$ cat src/hdl/blps_pkg.sv
`timescale 1ns / 1ps
// ----------------------------------------------------------------------------
// blps_pkg
// Shared types and constants of the buzzer and LED pattern sequencer.
// ----------------------------------------------------------------------------
package blps_pkg;

	// buzz kinds
	localparam logic [1:0] KIND_NONE    = 2'd0;
	localparam logic [1:0] KIND_KEY     = 2'd1;
	localparam logic [1:0] KIND_CONFIRM = 2'd2;
	localparam logic [1:0] KIND_WARN    = 2'd3;

	// item function codes
	localparam logic FUNC_TICK    = 1'b0;
	localparam logic FUNC_REQUEST = 1'b1;

	// configuration register indexes
	localparam logic REG_NET_PATTERN    = 1'b0;
	localparam logic REG_FILTER_PATTERN = 1'b1;

	// network LED pattern codes
	localparam logic [2:0] NET_UNCONNECTED = 3'd0;
	localparam logic [2:0] NET_OFFLINE     = 3'd1;
	localparam logic [2:0] NET_ROUTER      = 3'd2;
	localparam logic [2:0] NET_CLOUD       = 3'd3;
	localparam logic [2:0] NET_CONFIG      = 3'd4;

	// filter LED pattern codes
	localparam logic [1:0] FLT_OFF   = 2'd0;
	localparam logic [1:0] FLT_BLINK = 2'd1;
	localparam logic [1:0] FLT_ON    = 2'd2;

	// buzzer schedule points
	localparam logic [5:0] KEY_END     = 6'd3;
	localparam logic [5:0] CONFIRM_END = 6'd20;
	localparam logic [5:0] WARN_END    = 6'd37;

	// LED schedule points
	localparam logic [7:0] NET_SLOW_OFF    = 8'd5;
	localparam logic [7:0] NET_SLOW_PERIOD = 8'd55;
	localparam logic [7:0] NET_RTR_OFF     = 8'd25;
	localparam logic [7:0] NET_RTR_PERIOD  = 8'd100;
	localparam logic [7:0] NET_FAST_OFF    = 8'd5;
	localparam logic [7:0] NET_FAST_PERIOD = 8'd10;
	localparam logic [5:0] FLT_OFF_AT      = 6'd25;
	localparam logic [5:0] FLT_PERIOD      = 6'd50;

	// one buzzer step request
	typedef struct packed {
		logic       tick;
		logic       request;
		logic [1:0] kind;
	} blps_buzz_step_t;

endpackage

$ cat src/hdl/blps_buzzer.sv
`timescale 1ns / 1ps
// ----------------------------------------------------------------------------
// blps_buzzer
// Buzzer request latch and per-kind on/off schedule, one schedule step per tick.
// ----------------------------------------------------------------------------
module blps_buzzer import blps_pkg::*; (
	input  logic            clk,
	input  logic            arst_n,
	input  blps_buzz_step_t step,
	output logic            level_next
);

	logic [1:0] pending_q;
	logic [1:0] active_q;
	logic [5:0] count_q;
	logic       level_q;

	logic [1:0] pending_d;
	logic [1:0] active_d;
	logic [5:0] count_d;
	logic       level_d;
	logic [1:0] act;
	logic [5:0] c;
	logic       done;

	// schedule step
	always_comb begin
		pending_d = pending_q;
		active_d  = active_q;
		count_d   = count_q;
		level_d   = level_q;
		c         = count_q;
		done      = 1'b0;
		act       = (count_q == 6'd0) ? pending_q : active_q;
		if (step.request) begin
			pending_d = step.kind;
		end else if (step.tick) begin
			active_d = act;
			case (act)
				KIND_KEY: begin
					if (c == 6'd0) level_d = 1'b1;
					done = (c >= KEY_END);
				end
				KIND_CONFIRM: begin
					if (c == 6'd0) level_d = 1'b1;
					done = (c >= CONFIRM_END);
				end
				KIND_WARN: begin
					if (c == 6'd0 || c == 6'd8 || c == 6'd16 || c == 6'd24 || c == 6'd32)
						level_d = 1'b1;
					if (c == 6'd5 || c == 6'd13 || c == 6'd21 || c == 6'd29)
						level_d = 1'b0;
					done = (c >= WARN_END);
				end
				default: begin
					level_d = 1'b0;
				end
			endcase
			if (act != KIND_NONE) begin
				if (done) begin
					level_d   = 1'b0;
					count_d   = 6'd0;
					pending_d = KIND_NONE;
				end else begin
					count_d = c + 6'd1;
				end
			end
		end
	end

	// state registers
	always_ff @(posedge clk or negedge arst_n) begin
		if (!arst_n) begin
			pending_q <= KIND_NONE;
			active_q  <= KIND_NONE;
			count_q   <= '0;
			level_q   <= 1'b0;
		end else begin
			pending_q <= pending_d;
			active_q  <= active_d;
			count_q   <= count_d;
			level_q   <= level_d;
		end
	end

	assign level_next = level_d;

endmodule

$ cat src/hdl/blps_leds.sv
`timescale 1ns / 1ps
// ----------------------------------------------------------------------------
// blps_leds
// Network and filter indicator LED blink patterns with their counters.
// ----------------------------------------------------------------------------
module blps_leds import blps_pkg::*; (
	input  logic       clk,
	input  logic       arst_n,
	input  logic       advance,
	input  logic [2:0] net_pattern,
	input  logic [1:0] filter_pattern,
	output logic       net_next,
	output logic       filter_next
);

	logic [7:0] net_cnt_q;
	logic [5:0] flt_cnt_q;
	logic       net_lvl_q;
	logic       flt_lvl_q;

	logic [7:0] net_cnt_d;
	logic [5:0] flt_cnt_d;
	logic       net_lvl_d;
	logic       flt_lvl_d;
	logic [7:0] net_inc;
	logic [5:0] flt_inc;
	logic [7:0] off_at;
	logic [7:0] period;

	assign net_inc = net_cnt_q + 8'd1;
	assign flt_inc = flt_cnt_q + 6'd1;

	// network LED step
	always_comb begin
		net_cnt_d = net_cnt_q;
		net_lvl_d = net_lvl_q;
		off_at    = NET_SLOW_OFF;
		period    = NET_SLOW_PERIOD;
		if (net_pattern == NET_ROUTER) begin
			off_at = NET_RTR_OFF;
			period = NET_RTR_PERIOD;
		end
		if (advance) begin
			case (net_pattern)
				NET_UNCONNECTED, NET_OFFLINE, NET_ROUTER: begin
					if (net_cnt_q == 8'd0) net_lvl_d = 1'b1;
					if (net_cnt_q == off_at) net_lvl_d = 1'b0;
					net_cnt_d = (net_inc == period) ? 8'd0 : net_inc;
				end
				NET_CLOUD: begin
					net_lvl_d = 1'b1;
				end
				NET_CONFIG: begin
					if (net_cnt_q == 8'd0) net_lvl_d = 1'b1;
					if (net_cnt_q == NET_FAST_OFF) net_lvl_d = 1'b0;
					net_cnt_d = (net_inc >= NET_FAST_PERIOD) ? 8'd0 : net_inc;
				end
				default: begin
					net_lvl_d = net_lvl_q;
				end
			endcase
		end
	end

	// filter LED step
	always_comb begin
		flt_cnt_d = flt_cnt_q;
		flt_lvl_d = flt_lvl_q;
		if (advance) begin
			case (filter_pattern)
				FLT_OFF: flt_lvl_d = 1'b0;
				FLT_BLINK: begin
					if (flt_cnt_q == 6'd0) flt_lvl_d = 1'b1;
					else if (flt_cnt_q == FLT_OFF_AT) flt_lvl_d = 1'b0;
					flt_cnt_d = (flt_inc >= FLT_PERIOD) ? 6'd0 : flt_inc;
				end
				FLT_ON: flt_lvl_d = 1'b1;
				default: flt_lvl_d = flt_lvl_q;
			endcase
		end
	end

	// state registers
	always_ff @(posedge clk or negedge arst_n) begin
		if (!arst_n) begin
			net_cnt_q <= '0;
			flt_cnt_q <= '0;
			net_lvl_q <= 1'b0;
			flt_lvl_q <= 1'b0;
		end else begin
			net_cnt_q <= net_cnt_d;
			flt_cnt_q <= flt_cnt_d;
			net_lvl_q <= net_lvl_d;
			flt_lvl_q <= flt_lvl_d;
		end
	end

	assign net_next    = net_lvl_d;
	assign filter_next = flt_lvl_d;

endmodule

$ cat src/hdl/buzzer_led_pattern_sequencer_unit.sv
`timescale 1ns / 1ps
// ----------------------------------------------------------------------------
// buzzer_led_pattern_sequencer_unit
// Tick-driven sequencer for a buzzer and two indicator LEDs.
// ----------------------------------------------------------------------------
// Each beat is a buzzer request or a timer tick and yields one beat of the
// three output levels as they stand after it. The block takes one beat per
// cycle while the receiver does not stall; a beat goes through an input
// register, the state update and a result register, in that order. The user
// must write pattern registers through cfg_we/cfg_index/cfg_data only while
// no beat is in flight; the block itself does not enforce this.
module buzzer_led_pattern_sequencer_unit import blps_pkg::*; (
	input  logic       clk,
	input  logic       arst_n,
	input  logic       cfg_we,
	input  logic       cfg_index,
	input  logic [2:0] cfg_data,
	input  logic       in_valid,
	output logic       in_stall,
	input  logic       func,
	input  logic [1:0] buzz_kind,
	input  logic       test_mode,
	input  logic       net_reset_busy,
	output logic       out_valid,
	input  logic       out_stall,
	output logic       buzzer_on,
	output logic       net_led_on,
	output logic       filter_light
);

	logic [2:0] net_pattern_q;
	logic [1:0] filter_pattern_q;

	logic       valid_s1;
	logic       func_s1;
	logic [1:0] kind_s1;
	logic       frozen_s1;

	logic       out_valid_q;
	logic       buzzer_q;
	logic       net_q;
	logic       filter_q;

	logic            out_free;
	logic            advance;
	logic            in_take;
	blps_buzz_step_t buzz_step;
	logic            buzz_next;
	logic            net_next;
	logic            filter_next;

	// handshake
	assign out_free = !out_valid_q || !out_stall;
	assign advance  = valid_s1 && out_free;
	assign in_stall = valid_s1 && !out_free;
	assign in_take  = in_valid && !in_stall;

	// configuration registers
	always_ff @(posedge clk or negedge arst_n) begin
		if (!arst_n) begin
			net_pattern_q    <= NET_UNCONNECTED;
			filter_pattern_q <= FLT_OFF;
		end else if (cfg_we) begin
			unique case (cfg_index)
				REG_NET_PATTERN:    net_pattern_q    <= cfg_data;
				REG_FILTER_PATTERN: filter_pattern_q <= cfg_data[1:0];
				default: ;
			endcase
		end
	end

	// input register
	always_ff @(posedge clk or negedge arst_n) begin
		if (!arst_n) begin
			valid_s1 <= 1'b0;
		end else if (in_take) begin
			valid_s1 <= 1'b1;
		end else if (advance) begin
			valid_s1 <= 1'b0;
		end
	end

	always_ff @(posedge clk) begin
		if (in_take) begin
			func_s1   <= func;
			kind_s1   <= buzz_kind;
			frozen_s1 <= test_mode | net_reset_busy;
		end
	end

	// step controls
	assign buzz_step.tick    = advance && (func_s1 == FUNC_TICK);
	assign buzz_step.request = advance && (func_s1 == FUNC_REQUEST);
	assign buzz_step.kind    = kind_s1;

	blps_buzzer u_buzzer (
		.clk        (clk),
		.arst_n     (arst_n),
		.step       (buzz_step),
		.level_next (buzz_next)
	);

	blps_leds u_leds (
		.clk            (clk),
		.arst_n         (arst_n),
		.advance        (buzz_step.tick && !frozen_s1),
		.net_pattern    (net_pattern_q),
		.filter_pattern (filter_pattern_q),
		.net_next       (net_next),
		.filter_next    (filter_next)
	);

	// result register
	always_ff @(posedge clk or negedge arst_n) begin
		if (!arst_n) begin
			out_valid_q <= 1'b0;
		end else if (advance) begin
			out_valid_q <= 1'b1;
		end else if (!out_stall) begin
			out_valid_q <= 1'b0;
		end
	end

	always_ff @(posedge clk) begin
		if (advance) begin
			buzzer_q <= buzz_next;
			net_q    <= net_next;
			filter_q <= filter_next;
		end
	end

	assign out_valid    = out_valid_q;
	assign buzzer_on    = buzzer_q;
	assign net_led_on   = net_q;
	assign filter_light = filter_q;

endmodule

$ cat config.mk
export PLATFORM = sky130hd
export DESIGN_NAME = buzzer_led_pattern_sequencer_unit
export DESIGN_NICKNAME = d
export VERILOG_FILES = /design/src/hdl/blps_pkg.sv /design/src/hdl/blps_buzzer.sv /design/src/hdl/blps_leds.sv /design/src/hdl/buzzer_led_pattern_sequencer_unit.sv
export SDC_FILE = /design/constraint.sdc
export NUM_CORES = 1
export LEC_CHECK = 0
export BUFFER_PORTS_ARGS = -buffer_cell sky130_fd_sc_hd__buf_4
export CAP_MARGIN = 20
export CORE_ASPECT_RATIO = 0.5
export CORE_MARGIN = 2
export CORE_UTILIZATION = 47
export CTS_CLUSTER_SIZE = 25
export DETAILED_ROUTE_END_ITERATION = 10
export GPL_ROUTABILITY_DRIVEN = 0
export PLACE_DENSITY = 0.76
export SLEW_MARGIN = 10
export SYNTH_ARGS = -nofsm -noshare
export SYNTH_HDL_FRONTEND = slang
export SYNTH_SLANG_ARGS = --single-unit
$ cat constraint.sdc
create_clock -name clk -period 4.9 [get_ports clk]
set_input_delay 0.245 -clock clk [delete_from_list [all_inputs] [get_ports clk]]
set_output_delay 0.245 -clock clk [all_outputs]
set_load 0.02 [all_outputs]
Yosys cells after proc, flatten, opt, wreduce, memory -nomap -nowiden --
Cells that the tools add are included. W data, S select, Z words.
Storage, ports and cells: register bits after elaboration 41, input bits 14, output and inout port bits 5, logic and storage cells 127
Cells by class: add/subtract/negate cells 3, order comparisons 5, equal/unequal tests 22, multiplexer cells 36, bitwise operators 4, reduce and logical (&&, ||, !) cells 39
Operators with widths (number):
- $eq A6 B5 Y1 const B | 5
- $mux W1 | 20
- $mux W8 | 2
- $pmux W8 S2 | 1
- $add A6 B1 Y6 const B | 2
- $eq A6 B4 Y1 const B | 2
- $ge A6 B6 Y1 const B | 2
- $logic_not A6 Y1 | 2
- $mux W6 | 2
- $reduce_bool A2 Y1 | 6
- $mux W2 | 5
- $reduce_and A2 Y1 | 5
- $pmux W1 S3 | 3
- $add A8 B1 Y8 const B | 1
- $eq A8 B3 Y1 const B | 1
- $eq A8 B5 Y1 | 1
- $eq A8 B7 Y1 | 1
- $ge A8 B4 Y1 const B | 1
- $logic_not A8 Y1 | 1
- $logic_or A1 B1 Y1 | 8
- $mux W7 | 1
- $eq A2 B2 Y1 const B | 3
- $eq A3 B2 Y1 const B | 2
- $eq A6 B3 Y1 const B | 1
- other kinds (18) | 31

Longest topological paths before layout --
Gate-level depths: netlist (run 1).
depth in word-level cells 12, gate-level depth with buffers 10, mapped depth without buffers 10

By module --
A second synthesis (run 1) with hierarchy kept.
Second synthesis, totals: cells, all modules 270, area, all modules 2651.3 um^2
By module, submodules not included:
- blps_leds | instances 1, cells an instance 161, area an instance 1352.5 um^2, seq. area each 400.4 um^2
- blps_buzzer | instances 1, cells an instance 76, area an instance 763.2 um^2, seq. area each 275.3 um^2
- buzzer_led_pattern_sequencer_unit | instances 1, cells an instance 33, area an instance 535.5 um^2, seq. area each 385.4 um^2

Worst setup path after synthesis (run 1) --
No wires, ideal clock.
path kind reg-to-reg, start point register u_buzzer.count_q[3] (netlist: u_buzzer.c[3]), end point register u_buzzer.count_q[5] (netlist: u_buzzer.c[5]), setup time 0.077 ns, data arrival time 2.315 ns, required time 4.823 ns, path slack 2.507 ns, cell stages (with the launch flop) 10, path buffers 0, period minus slack after synthesis 2.393 ns, path through dfrtp_1 nor3_1 nand3b_1 mux2i_1 ha_1 nor3_2 nand4_1 or2_1 xor2_1 a21oi_1
Between the ends: longest elaborated chain between the ends 7, elaborated cells on any way between the ends 15, classes of those cells add/sub: 1; order compare: 3; eq/ne: 3; mux: 5; reduce/logical: 3
Ends and longest elaborated chain:
- start, declared | line blps_buzzer.sv:15 | logic [5:0] count_q;
- start signal, assigned | line blps_buzzer.sv:81 | count_q <= count_d;
- parallel branches: the longest is 7 deep, another holds $ge A6 B6 Y1
Parallel ways; which one is timed is not known. The select of a mux whose other input is x is not followed. A chain may end at the register's enable or synchronous reset.

Worst setup path after layout (run 1) --
Same ends and word-level chain as after synthesis.

==> flow_summary_export.csv, run 1 <==
group,metric,value,unit
detailed_routing,post_drt_wl_per_cell,14.3,um
setup_path,startpoint,"u_buzzer.c[3]$_DFFE_PN0P_",
hold_path,hold-path-endpoint,"func_s1$_DFFE_PP_",
setup_path,path_delay_family,"simple AND/OR/NAND/NOR gates",
sta,fmax,0.364,GHz
setup_path,critPathKind,"register to register",
floorplanning,coreArea,0.00544,sq mm
synth,synth_area_leaders,"dfrtp_1 (32%), edfxtp_1 (7.9%), ha_1 (7.1%), a21oi_1 (3.8%), nand2_1 (2.7%)",
global_route,grt_usage,0.183,
synth,yosys_warnings,0,
power_and_ir_drop,p_per_area,427,mW/mm^2
global_route,grt_first_pass_wirelength,8960,um
floorplanning,start_util,0.486,
clocking,post_cts_resized,0,
synth,synthArstFlopShare,0.829,
synth,synth_nets,304,
sta,rsz0062_at_grt,"false",
synth,synthFlopType,"dfrtp_1",
sta,slew_viol_final,0,
setup_path,cp_max_fo,9,
synth,synth_area_leader_cell,"dfrtp_1",
cells_and_area,drive_gt1_frac,0.159,
place,dp_slack,2.20,ns
power_and_ir_drop,power_leakage,1.21,nW
setup_path,r2r_end,"u_buzzer.c[5]$_DFFE_PN0P_",
clocking,cts_root_buf,"clkbuf_8",
sta,period_share,0.561,
setup_path,reg2reg_depth,9,
detailed_routing,postRouteAntennaNets,0,
synth,syn_area,0.00265,sq mm
sta,fin_hold_ws,0.109,ns
floorplanning,die_area,0.00628,sq mm
detailed_routing,post-route-drc-count,0,
clocking,clock_sinks,41,
setup_path,cp.buffers_inverters,0,
detailed_routing,vias_per_cell,5.84,
sta,period_needed,2.75,ns
cells_and_area,final_cell_mix,"dfrtp_1 (34), a21oi_1 (20), nor2_1 (19), nand2_1 (19), buf_4 (19)",
synth,yosysUniqueCellTypes,65,
job,drv_cap,0,
sta,hold_viol,0,
floorplanning,fp.dieH,57.0,um
sta,layout_setup_ws,2.15,ns
power_and_ir_drop,finalPower,1.25,mW
synth,syn_avg_cell_area,9.62,sq um
setup_path,r2r_start,"u_buzzer.c[3]$_DFFE_PN0P_",
setup_path,cp-end-kind,"register",
global_route,antenna_found_initial,0,
sta,max_slew_margin,0.474,
setup_path,arrival,2.91,ns
synth,synth_edf_count,7,
place,hpwlAfterDp,3830,um
cells_and_area,fill_cells,483,
sta,worst_slew_pin_slew,0.785,ns
sta,tns,0,ns
setup_path,max_stage_delay,0.46,ns
detailed_routing,detail_route.first_pass.iterations,4,
global_route,grt_overflow,0,
synth,ys_ff_latch,41,
synth,synthCells,275,
setup_path,crit_path_start_kind,"register",
sta,setup_viol,0,
setup_path,required,5.06,ns
cells_and_area,antenna_cells,0,
global_route,grt_max_degree,35,
clocking,cts_made_buffers,5,
synth,synth.top_cell.area_share,0.322,
hold_path,min_path_cells,1,
detailed_routing,routed-via-count,2114,
cells_and_area,fin_nets,317,
floorplanning,die_w,110,um
setup_path,r2r_setup_slack,2.15,ns
clocking,cts.path.max_buffers,2,
place,io_buffers,18,
sta,fin_skew,0.0111,ns
power_and_ir_drop,peakVddDrop,184,uV
cells_and_area,layout_commonest_cell,"dfrtp_1",
detailed_routing,drtIter0Drc,108,
clocking,clk_pin_slew_worst_paths,0.09,ns
synth,ys_seq_area_frac,0.401,
detailed_routing,routed_wirelength,5190,um
setup_path,cpMaxStageDelayCell,"dfrtp_1",
floorplanning,rows,19,
global_route,grt_pass1_vias,2020,
hold_path,hp-start,"func",
outcome,outcome,"complete, no violations",
clocking,htree_levels,2,
clocking,cts_tree,"built",
cells_and_area,final_core_util,0.537,
setup_path,crit_chain,"nor3_1, nand3b_1, mux2i_1, ha_1, nor3_2, nand4_1, or2_1, xor2_1, a21oi_1",
floorplanning,ios,19,
hold_path,hold_path.class,"primary input to register",
cells_and_area,area_growth,10.5,%
clocking,clk_latency,0.30,ns
[final cells by class]
class	instances	area (sq um)	area share
multi-input combinational	205	1450	0.495
sequential	41	1060	0.363
timing repair buffer	20	153	0.0522
tap	73	91.3	0.0313
clock buffer	5	68.8	0.0236
inverter	15	56.3	0.0193
clock inverter	3	46.3	0.0158
[registers in the layout, indices dropped and copies added (netlist names), 2 cells and up]
signal / count
u_leds.net_cnt_q: 8
u_leds.flt_cnt_q: 6
filter_pattern_q: 2
u_buzzer.active_q: 2
net_pattern_q: 3
u_buzzer.c: 6
kind_s1: 2
u_buzzer.pending_q: 2
[cell usage after synthesis (3+ instances only)]
master     n
xnor2_1    3
nor2b_1    3
nor4_1     4
nor3_1     8
buf_2      3
a21o_1     4
a31oi_1    5
buf_4      3
inv_1     15
edfxtp_1   7
a21oi_1   20
nand2_1   19
a211o_1    4
mux2_2     5
dfrtp_1   34
clkbuf_1   6
ha_1      15
nand3_1    8
nand4_1    6
nand2b_1   7
o21ai_0   12
nor2_1    19
mux2i_1    3
o22ai_1    3
xor2_1     6
[worst reg2reg max path: stages (launching register included)]
cell	delay (ns)
dfrtp_1	0.46
nor3_1	0.34
nand3b_1	0.20
mux2i_1	0.22
ha_1	0.27
nor3_2	0.43
nand4_1	0.20
or2_1	0.27
xor2_1	0.16
a21oi_1	0.06
[timing repair]
item / in CTS / in global routing
endpoints found under the hold margin: 34 / 0
buffers inserted: 0 / 0
hold buffers: 1 / 0
setup endpoints to repair: 0 / 0
[how the worst max path moves through the flow]
stage / to / slack [ns] / cells past startpoint
global route: u_buzzer.c[5]$_DFFE_PN0P_ / 1.93 / 9
floorplan: u_buzzer.c[5]$_DFFE_PN0P_ / 2.51 / 9
detailed placement: u_buzzer.c[5]$_DFFE_PN0P_ / 2.20 / 9
finish: u_buzzer.c[5]$_DFFE_PN0P_ / 2.15 / 9
CTS: u_buzzer.c[5]$_DFFE_PN0P_ / 2.17 / 9
global placement: u_buzzer.c[5]$_DFFE_PN0P_ / 2.31 / 9
[power breakdown]
group          leakage [nW]  internal [mW]  switching, mW  total [mW]
Clock                0.0543          0.153          0.129       0.281
Sequential            0.489          0.426         0.0956       0.521
Combinational         0.665          0.190          0.254       0.444
Total                  1.21          0.768          0.478        1.25
[cell families (layout without fill, tap and decap cells)]
group / after synthesis / count (layout) / synth area share
xor+xnor: 9 / 9 / 0.0298
compound gates: 77 / 77 / 0.206
fa+ha+maj: 16 / 16 / 0.0747
buf+inv: 29 / 43 / 0.0525
mux: 8 / 8 / 0.0326
simple gates: 95 / 95 / 0.203
flops: 41 / 41 / 0.401
[per-layer routing]
| metal | routed length [um] | GRT usage | part of all wire |
|---|---|---|---|
| met1 | 2350 | 0.232 | 0.45 |
| met2 | 2550 | 0.301 | 0.49 |
| met3 | 211 | 0.0446 | 0.041 |
| met4 | 80 | 0.0768 | 0.015 |
| met5 | 0 | 0 | 0 |
[through the flow]
stage | cell area (sq um) | std cells
2_1_floorplan | 2650 | 275
3_3_place_gp | 2800 | 353
3_5_place_dp | 2800 | 353
4_1_cts | 2920 | 362
5_1_grt | 2920 | 362
6_report | 2920 | 362
No activity file was read; power rests on OpenSTA's default activity.
==> run 2: changes to the inputs <==
--- a/config.mk
+++ b/config.mk
@@ -5,6 +5,7 @@
 export SDC_FILE = /design/constraint.sdc
 export NUM_CORES = 1
 export LEC_CHECK = 0
+export ABC_AREA = 1
 export BUFFER_PORTS_ARGS = -buffer_cell sky130_fd_sc_hd__buf_4
 export CAP_MARGIN = 20
 export CORE_ASPECT_RATIO = 0.5
@@ -13,7 +14,7 @@
 export CTS_CLUSTER_SIZE = 25
 export DETAILED_ROUTE_END_ITERATION = 10
 export GPL_ROUTABILITY_DRIVEN = 0
-export PLACE_DENSITY = 0.76
+export PLACE_DENSITY = 0.78
 export SLEW_MARGIN = 10
 export SYNTH_ARGS = -nofsm -noshare
 export SYNTH_HDL_FRONTEND = slang
==> constraint.sdc (replaced) <==
create_clock -name clk -period 2.5 [get_ports clk]
set_input_delay 0.125 -clock clk [delete_from_list [all_inputs] [get_ports clk]]
set_output_delay 0.125 -clock clk [all_outputs]
set_load 0.02 [all_outputs]
==> run 2 against run 1 <==
- register-to-register slack lost 1.9 ns
- largest cell class unchanged
- critical endpoint is now buzzer_on$_DFFE_PP_
- total power grew 72%
- worst setup slack lost 1.9 ns
- largest power group unchanged
==> flow_summary_export.csv, run 2 <==
group,metric,value,unit
synth,synth_area_leaders,"dfrtp_1 (34%), nand2_1 (11%), inv_1 (8.9%), edfxtp_1 (8.3%), nand3_1 (7.8%)",
sta,rsz0062_at_grt,"false",
outcome,outcome,"complete, no violations",
synth,synth_top_family_by_area,"simple AND/OR/NAND/NOR gates",
floorplanning,rows,18,
setup_path,crit_chain,"inv_1, ha_1, nand2_1, nand2_1, o21ai_2, inv_1, ha_1, nand2_1, inv_1, nand2_1, nand3b_1, nand2_1, nand3_1, o21ai_0",
synth,synthFlopType,"dfrtp_1",
synth,ys_ff_latch,41,
clocking,clk_latency,0.31,ns
global_route,grt_overflow,0,
floorplanning,die_area,0.00599,sq mm
sta,tns,0,ns
place,io_buffers,18,
cells_and_area,fill_cells,433,
detailed_routing,post-route-drc-count,0,
floorplanning,fp.dieH,55.8,um
synth,synth_edf_count,7,
synth,synth_nets,362,
hold_path,hold_path.class,"primary input to register",
synth,synthArstFlopShare,0.829,
power_and_ir_drop,peakVddDrop,371,uV
sta,fin_skew,0.0124,ns
place,hpwlAfterDp,3850,um
clocking,cts.path.max_buffers,2,
clocking,clk_pin_slew_worst_paths,0.09,ns
cells_and_area,largest_register_ffs,8,
synth,synth_area_leader_cell,"dfrtp_1",
synth,ys_seq_area_frac,0.421,
synth,yosysUniqueCellTypes,31,
clocking,clock_sinks,41,
place,place_inst,420,
global_route,grt_first_pass_wirelength,8950,um
clocking,htree_levels,2,
synth,yosys.area_share.simple,0.298,
synth,synthCells,333,
global_route,grt_pass1_vias,2095,
global_route,grt_max_degree,35,
clocking,cts_tree,"built",
sta,setup_viol,0,
synth,synth_mux_area_frac,0.00447,
detailed_routing,postRouteAntennaNets,0,
sta,period_share,0.913,
cells_and_area,antenna_cells,0,
cells_and_area,fin_nets,392,
sta,fmax,0.438,GHz
cells_and_area,regMostFlops,"u_leds.net_cnt_q",
synth,synth_compound_area_frac,0.0845,
setup_path,cpMaxStageDelayCell,"dfrtp_1",
sta,hold_viol,0,
synth,synthAdderAreaFrac,0.0746,
detailed_routing,routed-via-count,2230,
setup_path,required,2.56,ns
floorplanning,ios,19,
synth,synth_xor_area_frac,0.0209,
clocking,cts_root_buf,"clkbuf_8",
job,drv_cap,0,
synth,syn_avg_cell_area,7.56,sq um
setup_path,critPathKind,"register to register",
global_route,grt_usage,0.188,
cells_and_area,stdcell_count,434,
detailed_routing,vias_per_cell,5.14,
synth,syn_area,0.00252,sq mm
setup_path,cp-end-kind,"register",
detailed_routing,detail_route.first_pass.iterations,4,
synth,yosys_warnings,0,
sta,max_slew_margin,0.697,
floorplanning,die_w,108,um
detailed_routing,post_drt_wl_per_cell,12.1,um
setup_path,crit_path_frequent_cell,"nand2_1",
sta,worst_slew_pin_slew,0.455,ns
synth,yosysMostFrequentCell,"nand2_1",
cells_and_area,final_core_util,0.577,
cells_and_area,drive_gt1_frac,0.135,
global_route,antenna_found_initial,0,
sta,period_needed,2.28,ns
synth,synth.top_cell.area_share,0.338,
setup_path,cp_max_fo,4,
cells_and_area,multi_input_area,0.00122,sq mm
cells_and_area,area_growth,15.6,%
setup_path,arrival,2.34,ns
synth,synth_common_cells,"nand2_1 (74), inv_1 (60), nand3_1 (39)",
floorplanning,coreArea,0.00504,sq mm
cells_and_area,final_cell_mix,"nand2_1 (74), inv_1 (60), nand3_1 (39)",
power_and_ir_drop,p_per_area,738,mW/mm^2
clocking,cts_made_buffers,5,
detailed_routing,routed_wirelength,5240,um
power_and_ir_drop,power_leakage,1.49,nW
cells_and_area,layout_commonest_cell,"nand2_1",
setup_path,crit_path_start_kind,"register",
floorplanning,start_util,0.499,
detailed_routing,drtIter0Drc,91,
setup_path,max_stage_delay,0.41,ns
cells_and_area,regArea,0.00106,sq mm
sta,slew_viol_final,0,
## run 2: changes by cell type after synthesis, sizes merged, moves of 5 or more
cell,delta
a31oi,-5
o21ai,+14
clkbuf,-6
inv,+47
nand3,+31
nor3,-5
a21oi,-14
nor2,+15
nand2,+61
buf,-6
nand2b,-7
## run 2: cells by family (layout without fill, tap and decap cells)
| group | count (synthesis) | after routing |
|---|---|---|
| mux | 1 | 1 |
| compound gates | 39 | 39 |
| xor+xnor | 6 | 6 |
| flops | 41 | 41 |
| buf+inv | 64 | 95 |
| simple gates | 167 | 167 |
| fa+ha+maj | 15 | 15 |
## run 2: path summary, 6_finish.rpt
path | from | end | slack (ns) | cells past startpoint
max | u_buzzer.c[0]$_DFFE_PN0P_ | buzzer_on$_DFFE_PP_ | 0.22 | 14
min | in_valid | valid_s1$_DFFE_PN0P_ | 0.04 | 3
max reg2reg | u_buzzer.c[0]$_DFFE_PN0P_ | buzzer_on$_DFFE_PP_ | 0.22 | 14
min reg2reg | kind_s1[0]$_DFFE_PP_ | u_buzzer.pending_q[0]$_DFFE_PN0P_ | 0.46 | 2
max in group asynchronous | arst_n | valid_s1$_DFFE_PN0P_ | 1.87 | 2
min in group asynchronous | arst_n | u_leds.net_cnt_q[4]$_DFFE_PN0P_ | 0.31 | 2
## run 2: critical path, delay by kind of cell, from the launching register on
| family | cells | cell delay [ns] |
|---|---|---|
| flip-flops | 1 | 0.41 |
| buffers and inverters | 3 | 0.28 |
| AND/OR/NAND/NOR | 7 | 0.73 |
| AO/OA/AOI/OAI | 2 | 0.18 |
| adder cells (fa/ha/maj) | 2 | 0.41 |
## run 2: routing by layer
| layer | up-vias | GRT usage | part of all wire |
|---|---|---|---|
| met5 | - | 0 | 0 |
| met4 | 0 | 0.0659 | 0.0095 |
| met3 | 5 | 0.0386 | 0.033 |
| met2 | 39 | 0.339 | 0.51 |
| met1 | 1064 | 0.223 | 0.45 |
| li1 | 1122 | - | - |
## run 2: per-stage QoR
stage | total power, mW | hold slack (ns) | cell area [sq um] | setup slack, ns
2_1_floorplan | 1.45 | -0.171 | 2520 | 0.389
3_3_place_gp | 1.60 | 0.100 | 2740 | 0.273
3_5_place_dp | 1.63 | 0.108 | 2740 | 0.0798
4_1_cts | 2.15 | 0.0339 | 2890 | 0.0440
5_1_grt | 2.30 | 0.0574 | 2910 | 0.0113
6_report | 2.15 | 0.0381 | 2910 | 0.217
## run 2: cell type report
type                    instances  share of cell area
flip-flops and latches         41               0.365
clock buffers                   6              0.0322
inverters                      62              0.0800
multi-input cells             228               0.420
clock inverters                 2             0.00559
repair buffers                 25              0.0679
well taps                      70              0.0301
## run 2: power breakdown
group | switching (mW) | internal (mW) | total, mW | leakage [nW]
logic | 0.410 | 0.253 | 0.663 | 0.979
clock network | 0.254 | 0.259 | 0.513 | 0.0525
registers | 0.149 | 0.822 | 0.971 | 0.463
## run 2: repair_timing
| item | in CTS | in global routing |
|---|---|---|
| endpoints found under the setup margin | 0 | 10 |
| gates resized for setup | 0 | 4 |
| hold endpoints to repair | 37 | 0 |
| buffers inserted | 0 | 2 |
| hold buffers | 4 | 0 |
